`src/design/gim_pkg.sv`:
```
// Shared types, codes and constants for the gamepad input mapper.
// Used by every module of the block; depends on nothing.
`default_nettype none

package gim_pkg;

  localparam int KEY_COUNT_DEF    = 12;
  localparam int STATUS_WIDTH_DEF = 32;

  // Keys that have a bit position field in the shift registers.
  localparam int KEYS_MAPPED = 12;
  localparam int POS_W       = 5;
  localparam int DIR_COUNT   = 4;

  localparam int DZ_W   = 15;
  localparam int LVL_W  = 16;
  localparam int DIV_STEPS = 15;
  localparam int DIV_CNT_W = $clog2(DIV_STEPS);

  localparam logic signed [LVL_W-1:0] LEVEL_MAX = 16'sh7FFF;
  localparam logic signed [LVL_W-1:0] LEVEL_MIN = 16'sh8000;

  localparam int ADDR_W = 5;
  localparam int DATA_W = 32;

  // Event codes.
  localparam logic [1:0] ACT_PRESS   = 2'd0;
  localparam logic [1:0] ACT_RELEASE = 2'd1;
  localparam logic [1:0] ACT_AXIS    = 2'd2;

  // Analog modes.
  localparam logic [1:0] MODE_DIGITAL = 2'd1;
  localparam logic [1:0] MODE_REAL    = 2'd2;

  // Register indexes.
  localparam logic [2:0] REG_KEY_ENABLE     = 3'd0;
  localparam logic [2:0] REG_KEY_SHIFT_LOW  = 3'd1;
  localparam logic [2:0] REG_KEY_SHIFT_HIGH = 3'd2;
  localparam logic [2:0] REG_ANALOG_ENABLE  = 3'd3;
  localparam logic [2:0] REG_ANALOG_SHIFT   = 3'd4;
  localparam logic [2:0] REG_ANALOG_MODE    = 3'd5;
  localparam logic [2:0] REG_DZ_MIN         = 3'd6;
  localparam logic [2:0] REG_DZ_MAX         = 3'd7;

  typedef struct packed {
    logic [11:0]     key_enable;
    logic [29:0]     key_shift_low;
    logic [29:0]     key_shift_high;
    logic [3:0]      analog_enable;
    logic [19:0]     analog_shift;
    logic [1:0]      analog_mode;
    logic [DZ_W-1:0] dz_min;
    logic [DZ_W-1:0] dz_max;
  } cfg_t;

  typedef struct packed {
    logic load_in;
    logic div_start;
    logic div_step;
    logic commit;
  } dp_cmd_t;

  typedef struct packed {
    logic need_div;
  } dp_sts_t;

  // One-hot mask for a status bit position; positions past the status
  // width fall off when the caller truncates the result.
  function automatic logic [31:0] bit_at(input logic [POS_W-1:0] pos);
    return 32'd1 << pos;
  endfunction

endpackage

`default_nettype wire

```
`src/design/gim_cfg.sv`:
```
// Configuration register file with an APB-style write and read port.
// Depends on gim_pkg for the register layout and index codes.
`default_nettype none

module gim_cfg import gim_pkg::*; (
  input  wire logic              clk,
  input  wire logic              rst,
  input  wire logic              psel,
  input  wire logic              penable,
  input  wire logic              pwrite,
  input  wire logic [ADDR_W-1:0] paddr,
  input  wire logic [DATA_W-1:0] pwdata,
  output logic      [DATA_W-1:0] prdata,
  output logic                   pready,
  output cfg_t                   cfg
);

  logic [2:0] reg_index;
  logic       wr_en;

  assign reg_index = paddr[ADDR_W-1:2];
  assign pready    = 1'b1;
  assign wr_en     = psel && penable && pwrite;

  always_ff @(posedge clk) begin
    if (rst) begin
      cfg <= '{dz_max: DZ_W'(32767), default: '0};
    end else if (wr_en) begin
      case (reg_index)
        REG_KEY_ENABLE:     cfg.key_enable     <= pwdata[11:0];
        REG_KEY_SHIFT_LOW:  cfg.key_shift_low  <= pwdata[29:0];
        REG_KEY_SHIFT_HIGH: cfg.key_shift_high <= pwdata[29:0];
        REG_ANALOG_ENABLE:  cfg.analog_enable  <= pwdata[3:0];
        REG_ANALOG_SHIFT:   cfg.analog_shift   <= pwdata[19:0];
        REG_ANALOG_MODE:    cfg.analog_mode    <= pwdata[1:0];
        REG_DZ_MIN:         cfg.dz_min         <= pwdata[DZ_W-1:0];
        REG_DZ_MAX:         cfg.dz_max         <= pwdata[DZ_W-1:0];
        default: ;
      endcase
    end
  end

  always_comb begin
    case (reg_index)
      REG_KEY_ENABLE:     prdata = DATA_W'(cfg.key_enable);
      REG_KEY_SHIFT_LOW:  prdata = DATA_W'(cfg.key_shift_low);
      REG_KEY_SHIFT_HIGH: prdata = DATA_W'(cfg.key_shift_high);
      REG_ANALOG_ENABLE:  prdata = DATA_W'(cfg.analog_enable);
      REG_ANALOG_SHIFT:   prdata = DATA_W'(cfg.analog_shift);
      REG_ANALOG_MODE:    prdata = DATA_W'(cfg.analog_mode);
      REG_DZ_MIN:         prdata = DATA_W'(cfg.dz_min);
      REG_DZ_MAX:         prdata = DATA_W'(cfg.dz_max);
      default:            prdata = '0;
    endcase
  end

endmodule

`default_nettype wire

```
`src/design/gim_dp.sv`:
```
// Datapath: captured event, button and level state, and the restoring
// divider that normalizes an axis reading. Depends on gim_pkg.
`default_nettype none

module gim_dp import gim_pkg::*; #(
  parameter int KEY_COUNT    = KEY_COUNT_DEF,
  parameter int STATUS_WIDTH = STATUS_WIDTH_DEF
) (
  input  wire logic                    clk,
  input  wire logic                    rst,
  input  wire cfg_t                    cfg,
  input  wire dp_cmd_t                 cmd,
  output dp_sts_t                      sts,
  input  wire logic [1:0]              action,
  input  wire logic [3:0]              key_index,
  input  wire logic                    axis_select,
  input  wire logic signed [LVL_W-1:0] axis_value,
  output logic [STATUS_WIDTH-1:0]      button_word,
  output logic signed [LVL_W-1:0]      level_x,
  output logic signed [LVL_W-1:0]      level_y
);

  // Captured event.
  logic [1:0]              act_q;
  logic [3:0]              key_q;
  logic                    axis_q;
  logic signed [LVL_W-1:0] value_q;

  // Divider.
  logic [DZ_W-1:0] rem;
  logic [DZ_W-1:0] quot;
  logic [DZ_W-1:0] delta;
  logic [DZ_W:0]   rem_shift;
  logic            rem_ge;

  logic              neg;
  logic [LVL_W-1:0]  mag_abs;
  logic              beyond_min;
  logic              at_max;
  logic [DZ_W-1:0]   mag;
  logic              key_ok;
  logic [3:0]        key_sel;
  logic [POS_W-1:0]  key_pos [KEYS_MAPPED];
  logic [31:0]       key_bit32;
  logic [31:0]       dir_bit32 [DIR_COUNT];
  logic [STATUS_WIDTH-1:0] key_mask;
  logic [STATUS_WIDTH-1:0] dir_mask [DIR_COUNT];
  logic [STATUS_WIDTH-1:0] lo_mask;
  logic [STATUS_WIDTH-1:0] hi_mask;
  logic [STATUS_WIDTH-1:0] set_mask;
  logic [STATUS_WIDTH-1:0] clr_mask;
  logic [STATUS_WIDTH-1:0] status_next;
  logic signed [LVL_W-1:0] level_new;
  logic                    real_axis;

  always_ff @(posedge clk) begin
    if (cmd.load_in) begin
      act_q   <= action;
      key_q   <= key_index;
      axis_q  <= axis_select;
      value_q <= axis_value;
    end
  end

  assign neg        = value_q[LVL_W-1];
  assign mag_abs    = neg ? LVL_W'(-value_q) : LVL_W'(value_q);
  assign beyond_min = mag_abs > {1'b0, cfg.dz_min};
  assign at_max     = mag_abs >= {1'b0, cfg.dz_max};
  assign mag        = DZ_W'(mag_abs - {1'b0, cfg.dz_min});
  assign real_axis  = (act_q == ACT_AXIS) && (cfg.analog_mode == MODE_REAL);

  assign sts.need_div = real_axis && beyond_min && !at_max;

  // Restoring division: one quotient bit per step, mag * 2^15 / delta.
  assign rem_shift = {rem, 1'b0};
  assign rem_ge    = rem_shift >= {1'b0, delta};

  always_ff @(posedge clk) begin
    if (cmd.div_start) begin
      rem   <= mag;
      delta <= DZ_W'(cfg.dz_max - cfg.dz_min);
      quot  <= '0;
    end else if (cmd.div_step) begin
      rem  <= rem_ge ? DZ_W'(rem_shift - {1'b0, delta}) : rem_shift[DZ_W-1:0];
      quot <= {quot[DZ_W-2:0], rem_ge};
    end
  end

  // Key mask.
  always_comb begin
    for (int k = 0; k < KEYS_MAPPED; k++) begin
      if (k < 6) key_pos[k] = cfg.key_shift_low[POS_W*k +: POS_W];
      else       key_pos[k] = cfg.key_shift_high[POS_W*(k-6) +: POS_W];
    end
  end

  assign key_ok = ({1'b0, key_q} < 5'(KEY_COUNT)) && ({1'b0, key_q} < 5'(KEYS_MAPPED)) &&
                  cfg.key_enable[key_q[$clog2(KEYS_MAPPED)-1:0]];
  assign key_sel   = key_ok ? key_q : 4'd0;
  assign key_bit32 = bit_at(key_pos[key_sel]);
  assign key_mask  = key_ok ? key_bit32[STATUS_WIDTH-1:0] : '0;

  // Analog direction masks: left, right, up, down.
  always_comb begin
    for (int d = 0; d < DIR_COUNT; d++) begin
      dir_bit32[d] = bit_at(cfg.analog_shift[POS_W*d +: POS_W]);
      dir_mask[d]  = cfg.analog_enable[d] ? dir_bit32[d][STATUS_WIDTH-1:0] : '0;
    end
  end

  assign lo_mask = dir_mask[{axis_q, 1'b0}];
  assign hi_mask = dir_mask[{axis_q, 1'b1}];

  always_comb begin
    set_mask = '0;
    clr_mask = '0;
    case (act_q)
      ACT_PRESS:   set_mask = key_mask;
      ACT_RELEASE: clr_mask = key_mask;
      ACT_AXIS: begin
        if (cfg.analog_mode == MODE_DIGITAL) begin
          if (!beyond_min) clr_mask = lo_mask | hi_mask;
          else if (neg)    set_mask = lo_mask;
          else             set_mask = hi_mask;
        end
      end
      default: ;
    endcase
  end

  assign status_next = (button_word | set_mask) & ~clr_mask;

  always_comb begin
    if (!beyond_min)  level_new = '0;
    else if (at_max)  level_new = neg ? LEVEL_MIN : LEVEL_MAX;
    else if (neg)     level_new = LVL_W'(-$signed({1'b0, quot}));
    else              level_new = $signed({1'b0, quot});
  end

  // The state registers are the output register; they change only on commit or reset.
  always_ff @(posedge clk) begin
    if (rst) begin
      button_word <= '0;
      level_x     <= '0;
      level_y     <= '0;
    end else if (cmd.commit) begin
      button_word <= status_next;
      if (real_axis && !axis_q) level_x <= level_new;
      if (real_axis && axis_q)  level_y <= level_new;
    end
  end

endmodule

`default_nettype wire

```
`src/design/gim_ctrl.sv`:
```
// Controller: sequences capture, evaluation, division and commit of one
// event, and runs both handshakes. Depends on gim_pkg for command types.
`default_nettype none

module gim_ctrl import gim_pkg::*; (
  input  wire logic    clk,
  input  wire logic    rst,
  input  wire logic    in_valid,
  output logic         in_stall,
  output logic         out_valid,
  input  wire logic    out_stall,
  input  wire dp_sts_t sts,
  output dp_cmd_t      cmd
);

  typedef enum logic [1:0] {
    ST_IDLE,
    ST_EVAL,
    ST_DIV,
    ST_COMMIT
  } state_t;

  state_t               state;
  logic [DIV_CNT_W-1:0] cnt;
  logic                 out_free;

  assign in_stall = (state != ST_IDLE);
  assign out_free = !(out_valid && out_stall);

  assign cmd.load_in   = (state == ST_IDLE) && in_valid;
  assign cmd.div_start = (state == ST_EVAL) && sts.need_div;
  assign cmd.div_step  = (state == ST_DIV);
  assign cmd.commit    = (state == ST_COMMIT) && out_free;

  always_ff @(posedge clk) begin
    if (rst) begin
      state     <= ST_IDLE;
      cnt       <= '0;
      out_valid <= 1'b0;
    end else begin
      if (cmd.commit) out_valid <= 1'b1;
      else if (!out_stall) out_valid <= 1'b0;
      case (state)
        ST_IDLE: begin
          if (in_valid) state <= ST_EVAL;
        end
        ST_EVAL: begin
          cnt <= '0;
          state <= sts.need_div ? ST_DIV : ST_COMMIT;
        end
        ST_DIV: begin
          cnt <= cnt + 1'b1;
          if (cnt == DIV_CNT_W'(DIV_STEPS - 1)) state <= ST_COMMIT;
        end
        ST_COMMIT: begin
          if (out_free) state <= ST_IDLE;
        end
        default: state <= ST_IDLE;
      endcase
    end
  end

  a_accept_eval: assert property (@(posedge clk) disable iff (rst)
    (in_valid && !in_stall) |=> (state == ST_EVAL))
    else $error("accepted transaction did not enter evaluation");

  a_div_start: assert property (@(posedge clk) disable iff (rst)
    cmd.div_start |=> (state == ST_DIV) && (cnt == '0))
    else $error("division did not start from step zero");

  a_div_exit: assert property (@(posedge clk) disable iff (rst)
    (state == ST_DIV) |=> (state == ST_DIV) || (state == ST_COMMIT))
    else $error("division left for an unexpected state");

  a_commit_valid: assert property (@(posedge clk) disable iff (rst)
    cmd.commit |=> out_valid)
    else $error("commit did not present a result");

endmodule

`default_nettype wire

```
`src/design/gamepad_input_mapper.sv`:
```
// Gamepad input mapper: one result transaction per event, reporting button word and levels.
// Each accepted event is captured, evaluated and committed to the registered outputs;
// a real-mode axis reading inside the scaling range first goes through the 15-step
// restoring divider. No new event is taken until commit, which waits out an output stall.
// Synchronous reset clears state, levels and registers (dead_zone_max resets to 32767).
`default_nettype none

module gamepad_input_mapper import gim_pkg::*; #(
  parameter int KEY_COUNT    = KEY_COUNT_DEF,
  parameter int STATUS_WIDTH = STATUS_WIDTH_DEF
) (
  input  wire logic                    clk,
  input  wire logic                    rst,
  input  wire logic                    in_valid,
  output logic                         in_stall,
  input  wire logic [1:0]              action,
  input  wire logic [3:0]              key_index,
  input  wire logic                    axis_select,
  input  wire logic signed [LVL_W-1:0] axis_value,
  output logic                         out_valid,
  input  wire logic                    out_stall,
  output logic [STATUS_WIDTH-1:0]      button_word,
  output logic signed [LVL_W-1:0]      level_x,
  output logic signed [LVL_W-1:0]      level_y,
  input  wire logic                    psel,
  input  wire logic                    penable,
  input  wire logic                    pwrite,
  input  wire logic [ADDR_W-1:0]       paddr,
  input  wire logic [DATA_W-1:0]       pwdata,
  output logic      [DATA_W-1:0]       prdata,
  output logic                         pready
);

  cfg_t    cfg;
  dp_cmd_t cmd;
  dp_sts_t sts;

  gim_cfg u_cfg (
    .clk     (clk),
    .rst     (rst),
    .psel    (psel),
    .penable (penable),
    .pwrite  (pwrite),
    .paddr   (paddr),
    .pwdata  (pwdata),
    .prdata  (prdata),
    .pready  (pready),
    .cfg     (cfg)
  );

  gim_ctrl u_ctrl (
    .clk       (clk),
    .rst       (rst),
    .in_valid  (in_valid),
    .in_stall  (in_stall),
    .out_valid (out_valid),
    .out_stall (out_stall),
    .sts       (sts),
    .cmd       (cmd)
  );

  gim_dp #(
    .KEY_COUNT    (KEY_COUNT),
    .STATUS_WIDTH (STATUS_WIDTH)
  ) u_dp (
    .clk         (clk),
    .rst         (rst),
    .cfg         (cfg),
    .cmd         (cmd),
    .sts         (sts),
    .action      (action),
    .key_index   (key_index),
    .axis_select (axis_select),
    .axis_value  (axis_value),
    .button_word (button_word),
    .level_x     (level_x),
    .level_y     (level_y)
  );

endmodule

`default_nettype wire

```
`config.mk`:
```
export PLATFORM = sky130hd
export DESIGN_NAME = gamepad_input_mapper
export DESIGN_NICKNAME = d
export VERILOG_FILES = /design/src/design/gim_pkg.sv /design/src/design/gim_cfg.sv /design/src/design/gim_dp.sv /design/src/design/gim_ctrl.sv /design/src/design/gamepad_input_mapper.sv
export SDC_FILE = /design/constraint.sdc
export NUM_CORES = 1
export LEC_CHECK = 0
export ABC_AREA = 1
export BUFFER_PORTS_ARGS = -buffer_cell sky130_fd_sc_hd__buf_2
export CAP_MARGIN = 10
export CORE_UTILIZATION = 30
export CTS_BUF_LIST = sky130_fd_sc_hd__clkbuf_4 sky130_fd_sc_hd__clkbuf_8
export CTS_CLUSTER_DIAMETER = 50
export DETAILED_ROUTE_END_ITERATION = 12
export SYNTH_ARGS = -nofsm -noshare
export SYNTH_HDL_FRONTEND = slang
export SYNTH_SLANG_ARGS = --single-unit
```
`constraint.sdc`:
```
create_clock -name clk -period 4.6 [get_ports clk]
set_input_delay 0.46 -clock clk [delete_from_list [all_inputs] [get_ports clk]]
set_output_delay 0.46 -clock clk [all_outputs]
set_load 0.01 [all_outputs]
```
=== After elaboration in Yosys (flattened, before gate mapping) ===
Cells that the tools add are included.

* Bits in registers: 267
* Word-level logic and storage cells: 139
* Input bits: 67

* Bitwise gates (word level): 7
* Eq/ne operators: 19
* Reductions and logical operators: 32
* Multiplexer cells: 41
* Magnitude comparators: 8
* Shift operators: 5
* Add/sub/neg operators: 6

{| class="wikitable"
|+ Operators with widths
! operator !! number
|-
| 2-to-1 mux 32 bit || 14
|-
| case mux 32 bit (8 select lines) || 1
|-
| left shift 1 x 5 -> 32 bit, first input constant || 5
|-
| binary-select mux 32 bit (select 2 bit) || 2
|-
| case mux 32 bit (2 select lines) || 2
|-
| 2-to-1 mux 16 bit || 5
|-
| bitwise OR 32 bit || 2
|-
| 2-to-1 mux 15 bit || 3
|-
| subtractor 15 bit || 3
|-
| bitwise AND 32 bit || 1
|-
| >= comparator 16 x 15 -> 1 bit || 2
|-
| inverter 32 bit || 1
|-
| binary-select mux 5 bit (select 4 bit) || 1
|-
| AND reduction 2 bit || 10
|-
| > comparator 16 x 15 -> 1 bit || 1
|-
| negator 15 -> 16 bit || 1
|-
| negator 16 bit || 1
|-
| equality test 3 bit, second input constant || 4
|-
| logical AND 1 bit || 12
|-
| 2-to-1 mux 5 bit || 2
|-
| equality test 2 bit, second input constant || 4
|-
| case mux 2 bit (4 select lines) || 1
|-
| case mux 4 bit (2 select lines) || 1
|-
| equality test 2 x 1 -> 1 bit, second input constant || 3
|-
| 21 further kinds || 36
|}

=== Longest topological paths before layout ===
* Depth in word-level cells: 13
* Gate-level depth with buffers: 26
* Depth with buffers taken out: 22

=== By module ===
From an unflattened synthesis, not the netlist that was laid out.

* Cells, all modules: 2666
* Area total of the unflattened synthesis: 17883.4 µm²

{| class="wikitable"
|+ Modules (own cells, without submodules)
! module !! times used !! seq. area each (µm²) !! cells an instance !! area an instance (µm²)
|-
| gim_dp || 1 || 3173.0 || 1766 || 11606.1
|-
| gim_cfg || 1 || 2562.5 || 837 || 5831.8
|-
| gim_ctrl || 1 || 140.1 || 63 || 445.4
|}

=== Worst setup path after synthesis ===
OpenSTA, ideal clock, no wires.

* Kind: reg-to-reg
* From: register u_dp.value_q[15]
* To: register u_dp.rem[0] (enable)
* Path buffers: 4
* Stages on the path, launching flop included: 23
* Arrival time: 3389 ps
* Slack: 880 ps
* Library setup time: 331 ps
* Required time: 4269 ps
* Path through: edfxtp_1 > clkbuf_1 > inv_1 > clkbuf_1 > clkbuf_1 > nor2_1 > xor2_1 > ha_1 > nand2_1 > inv_1 > o21ai_1 > nand2_1 > nand3_1 > and3_1 > o21ai_1 > nand2_1 > nand2_1 > nand2_1 > nor3_1 > nand2_1 > inv_1 > buf_4 > or2_2

* Word-level cells in the longest chain between the ends: 7

{| class="wikitable"
|+ RTL lines
! what !! line !! text
|-
| start, declared || gim_dp.sv:27 || <nowiki>logic signed [LVL_W-1:0] value_q;</nowiki>
|-
| start signal, assigned || gim_dp.sv:61 || <nowiki>value_q <= axis_value;</nowiki>
|-
| negator 16 bit || gim_dp.sv:66 || <nowiki>assign mag_abs = neg ? LVL_W'(-value_q) : LVL_W'(value_q);</nowiki>
|-
| 2-to-1 mux 16 bit (*) || gim_dp.sv:66 ||
|-
| > comparator 16 x 15 -> 1 bit or >= comparator 16 x 15 -> 1 bit (tied branches) || gim_dp.sv:67, gim_dp.sv:68 ||
|-
| logical AND 1 bit or logical NOT 1 bit (tied branches) || gim_dp.sv:72 || <nowiki>assign sts.need_div = real_axis && beyond_min && !at_max;</nowiki>
|-
| logical AND 1 bit (*) || gim_dp.sv:72 ||
|-
| logical AND 1 bit (*) || gim_ctrl.sv:31 || <nowiki>assign cmd.div_start = (state == ST_EVAL) && sts.need_div;</nowiki>
|-
| nonzero test 2 bit (no source line) (*) || n/a ||
|-
| end signal, assigned || gim_dp.sv:80 || <nowiki>rem <= mag;</nowiki>
|-
| end signal, assigned || gim_dp.sv:84 || <nowiki>rem <= rem_ge ? DZ_W'(rem_shift - {1'b0, delta}) : rem_shift[DZ_W-1:0];</nowiki>
|-
| end, declared || gim_dp.sv:30 || <nowiki>logic [DZ_W-1:0] rem;</nowiki>
|}

Every way passes the cells marked *; elsewhere a longest branch is shown, timed or not.
A chain may end at the register's enable or synchronous reset.

=== Final worst setup path ===
* From: register u_dp.value_q[3]
* To: register u_dp.rem[2] (data pin)

* Word-level cells in the longest chain between the ends: 7

{| class="wikitable"
|+ RTL lines
! what !! line !! text
|-
| negator 16 bit || gim_dp.sv:66 ||
|-
| 2-to-1 mux 16 bit (*) || gim_dp.sv:66 ||
|-
| > comparator 16 x 15 -> 1 bit or >= comparator 16 x 15 -> 1 bit (tied branches) || gim_dp.sv:67, gim_dp.sv:68 ||
|-
| logical AND 1 bit or logical NOT 1 bit (tied branches) || gim_dp.sv:72 ||
|-
| logical AND 1 bit (*) || gim_dp.sv:72 ||
|-
| logical AND 1 bit (*) || gim_ctrl.sv:31 ||
|-
| 2-to-1 mux 15 bit (*) || gim_dp.sv:79 || <nowiki>if (cmd.div_start) begin</nowiki>
|}

Marks and branches as above.

==> impl_metrics.yaml <==
sta:
  fin_crit_sh: 0.896
  hold_viol_final: 0
  tns_ps: 0
  rsz0062_at_grt: "no"
  finalClockSkew_ps: 65.1
  max_freq_mhz: 243
  fin_ws_ps: 481
  layout_min_cycle_time_ps: 4120
  slew_headroom: 0.177
  holdWs_ps: 56.6
  setup_violations: 0
  slew_violations: 0
  tightest_slew_ps: 1230
power_and_ir_drop:
  power.leakage_nw: 8.54
  power_density_nw_per_um2: 392
  ir_worst_vdd_mv: 0.238
cells_and_area:
  fin_cells: 3349
  drive_gt1_frac: 0.130
  register_area_um2: 5880
  area_growth_pct: 17.0
  multi_input_area_um2: 9310
  final_util: 0.356
  nets: 2697
  fillers: 5984
placed_design:
  place.gp.congestion: 0.937
  dp_slack_ps: 174
  portBuffers: 158
  dp_hpwl_um: 42200
  dp_cells: 3223
synthesis:
  synth_top_area_cell: "dfxtp_1"
  netlist.area_leader.share: 0.255
  synth-seq-cells: 267
  ys.flop_type: "dfxtp_1"
  synth_warnings: 0
  async_flop_share: 0
  synth.avg_cell_area_um2: 6.96
  synth_seq_area_share: 0.350
  synthTopCellsByArea: "dfxtp_1 25%, edfxtp_1 9.5%, nand2_1 9.4%, a21oi_1 7.4%, o21ai_0 7.0%"
  synth_area_um2: 16800
  synth_cells: 2413
  ys_types: 58
  synth_edf_count: 53
hold_path:
  hold_start: "pwdata[17]"
  hold_depth: 3
  holdPathEnd: "u_cfg.cfg[49]$_SDFFE_PP0P_"
  min_path_type: "in -> reg"
worst_setup_path:
  max_stage_delay_ps: 410
  cp.arrival_ps: 4490
  startpoint: "u_dp.value_q[3]$_DFFE_PP_"
  timing.rr.end: "u_dp.rem[2]$_DFFE_PP_"
  r2r_slack_ps: 480
  reg2reg_depth: 22
  cp-start-kind: "register"
  r2r-start: "u_dp.value_q[3]$_DFFE_PP_"
  path_class: "reg -> reg"
  path_cells: "or2_1 > nor2_1 > nand3_1 > nor2_1 > nand3_1 > o31ai_1 > xor2_1 > ha_1 > nand2_1 > nor2_1 > nand2_1 > o21ai_1 > nand2_1 > nand2_1 > nand2_1 > nor3_1 > nand2_1 > inv_1 > buf_4 > a21oi_1 > o21ai_0 > o21ai_0"
  slowest_stage: "edfxtp_1"
  endpoint_kind: "register"
  worstPathRequired_ps: 4970
  cp_common_cell: "nand2_1"
  crit_fanout: 23
route:
  route.detailed.drc: 0
  drt_iter0_drc: 1660
  wl_per_cell_um: 17.1
  dr.pass1.iters: 6
  viasPerCell: 5.05
  antenna_left: 0
  vias: 16920
  drt-total-wl_um: 57200
clock_tree:
  worstSkewPairLatency_ps: 680
  cts_made_buffers: 51
  cts_root_buf: "clkbuf_8"
  cts_buffer_depth: 3
  cts_sinks: 267
  cts_tree: "done"
  cts.clk_slew.worst_paths_ps: 60
  postCtsSetupRepairBufs: 0
  htreeDepth: 2
die:
  die_w_um: 239
  pin_count: 166
  initial_core_util: 0.304
  die_area_um2: 57000
  dieHeight_um: 239
  core_area_um2: 55200
  rows: 86
grt:
  track_usage: 0.197
  grt_max_degree: 120
  grt_pass1_vias: 15302
  antenna_found_initial: 5
  grt_overflow_total: 0
  grt_pass1_wl_um: 87900
run_status:
  outcome: "completed"
flow_run:
  cap_violations: 0
-- worst max-delay path: cells and delay by family, from the launching register on --
kind | cells | cell delay (ps)
flops | 1 | 410
simple gates | 13 | 1730
compound gates | 5 | 760
buf+inv | 2 | 410
xor+xnor | 1 | 160
fa+ha+maj | 1 | 360
-- cells by family (layout without fill, tap and decap cells) --
group | after synthesis | count (layout) | synth area share
other | 2 | 5 | 0.000447
muxes | 1 | 1 | 0.000596
DFF | 267 | 267 | 0.350
adders and majority gates | 74 | 74 | 0.0564
xor gates and xnor gates | 62 | 62 | 0.0323
buffers and inverters | 415 | 600 | 0.0980
AOI/OAI and AO/OA | 670 | 670 | 0.225
and+or+nand+nor | 922 | 922 | 0.237
-- sequential cells by signal, summed over array words and instances, names as in the netlist --
signal	count
u_cfg.cfg	128
u_dp.button_word	32
u_dp.level_x	16
u_dp.level_y	16
u_dp.value_q	16
u_dp.delta	15
u_dp.quot	15
u_dp.rem	15
u_ctrl.cnt	4
u_dp.key_q	4
u_ctrl.state	2
u_dp.act_q	2
u_ctrl.out_valid	1
u_dp.axis_q	1
-- per-stage QoR --
stage	total power, mW	cell area, µm²
floorplan	4.52	16800
global placement	5.12	18200
detailed placement	5.13	18200
CTS	7.75	19700
global route	8.17	19700
finish	7.71	19700
-- metal layers --
layer	global-route usage	wire (µm)	vias up	part of all wire
li1	-	-	8481	-
met1	0.281	26900	7711	0.47
met2	0.294	24500	636	0.43
met3	0.0409	4430	86	0.077
met4	0.0635	1290	6	0.023
met5	0	38	-	0.00066
-- placed cells by master (no fill, tap or decap), types with 40 or more instances in the layout --
| cell | instances |
|---|---|
| xor2_1 | 46 |
| nor2_1 | 242 |
| clkbuf_8 | 61 |
| nand3_1 | 122 |
| a22oi_1 | 40 |
| o22ai_1 | 47 |
| nand2_1 | 419 |
| dfxtp_1 | 214 |
| inv_1 | 268 |
| a21oi_1 | 246 |
| buf_2 | 158 |
| ha_1 | 71 |
| edfxtp_1 | 53 |
| nand4_1 | 48 |
| o21ai_0 | 234 |
-- how the worst max path moves through the flow --
stage / endpoint / slack (ps) / depth (start not counted)
finish: u_dp.rem[2]$_DFFE_PP_ / 480 / 22
global route: u_dp.rem[2]$_DFFE_PP_ / 2 / 22
CTS: u_dp.level_x[6]$_SDFFE_PP0P_ / 140 / 20
detailed placement: u_dp.level_x[6]$_SDFFE_PP0P_ / 170 / 20
global placement: u_dp.level_y[7]$_SDFFE_PP0P_ / 160 / 20
floorplan: u_dp.rem[0]$_DFFE_PP_ / 880 / 22
-- layout make-up --
type,instances,area share
inverter,280,0.0537
clock buffer,75,0.0480
tap,748,0.0476
antenna,2,0.000254
timing repair buffer,224,0.0690
multi-input combinational,1732,0.473
clock inverter,21,0.00948
sequential,267,0.299
-- synthesized netlist by cell type (all sizes together) (7+ instances only) --
master   count
clkbuf     102
nand4       48
dfxtp      214
a211oi      18
xnor2       16
nand2      429
buf         33
or2         12
o22ai       47
nor4        11
a21oi      248
nand3      128
inv        273
edfxtp      53
o21ai      247
nor2       250
a22oi       40
clkinv       7
o2111ai     13
a31oi        7
nor3        36
xor2        46
o211ai      25
ha          71
-- where the power goes --
part | internal, mW | leakage (nW) | switching (mW)
clock | 1.45 | 0.595 | 1.13
sequential | 2.61 | 2.22 | 0.140
combinational | 0.759 | 5.72 | 1.62
total | 4.82 | 8.54 | 2.89
-- repair_timing --
action | CTS | global route
gates resized for setup | 0 | 1
hold endpoints to repair | 28 | 0
hold buffers | 28 | 0
setup endpoints to repair | 0 | 30
No activity file was read; power rests on OpenSTA's default activity.
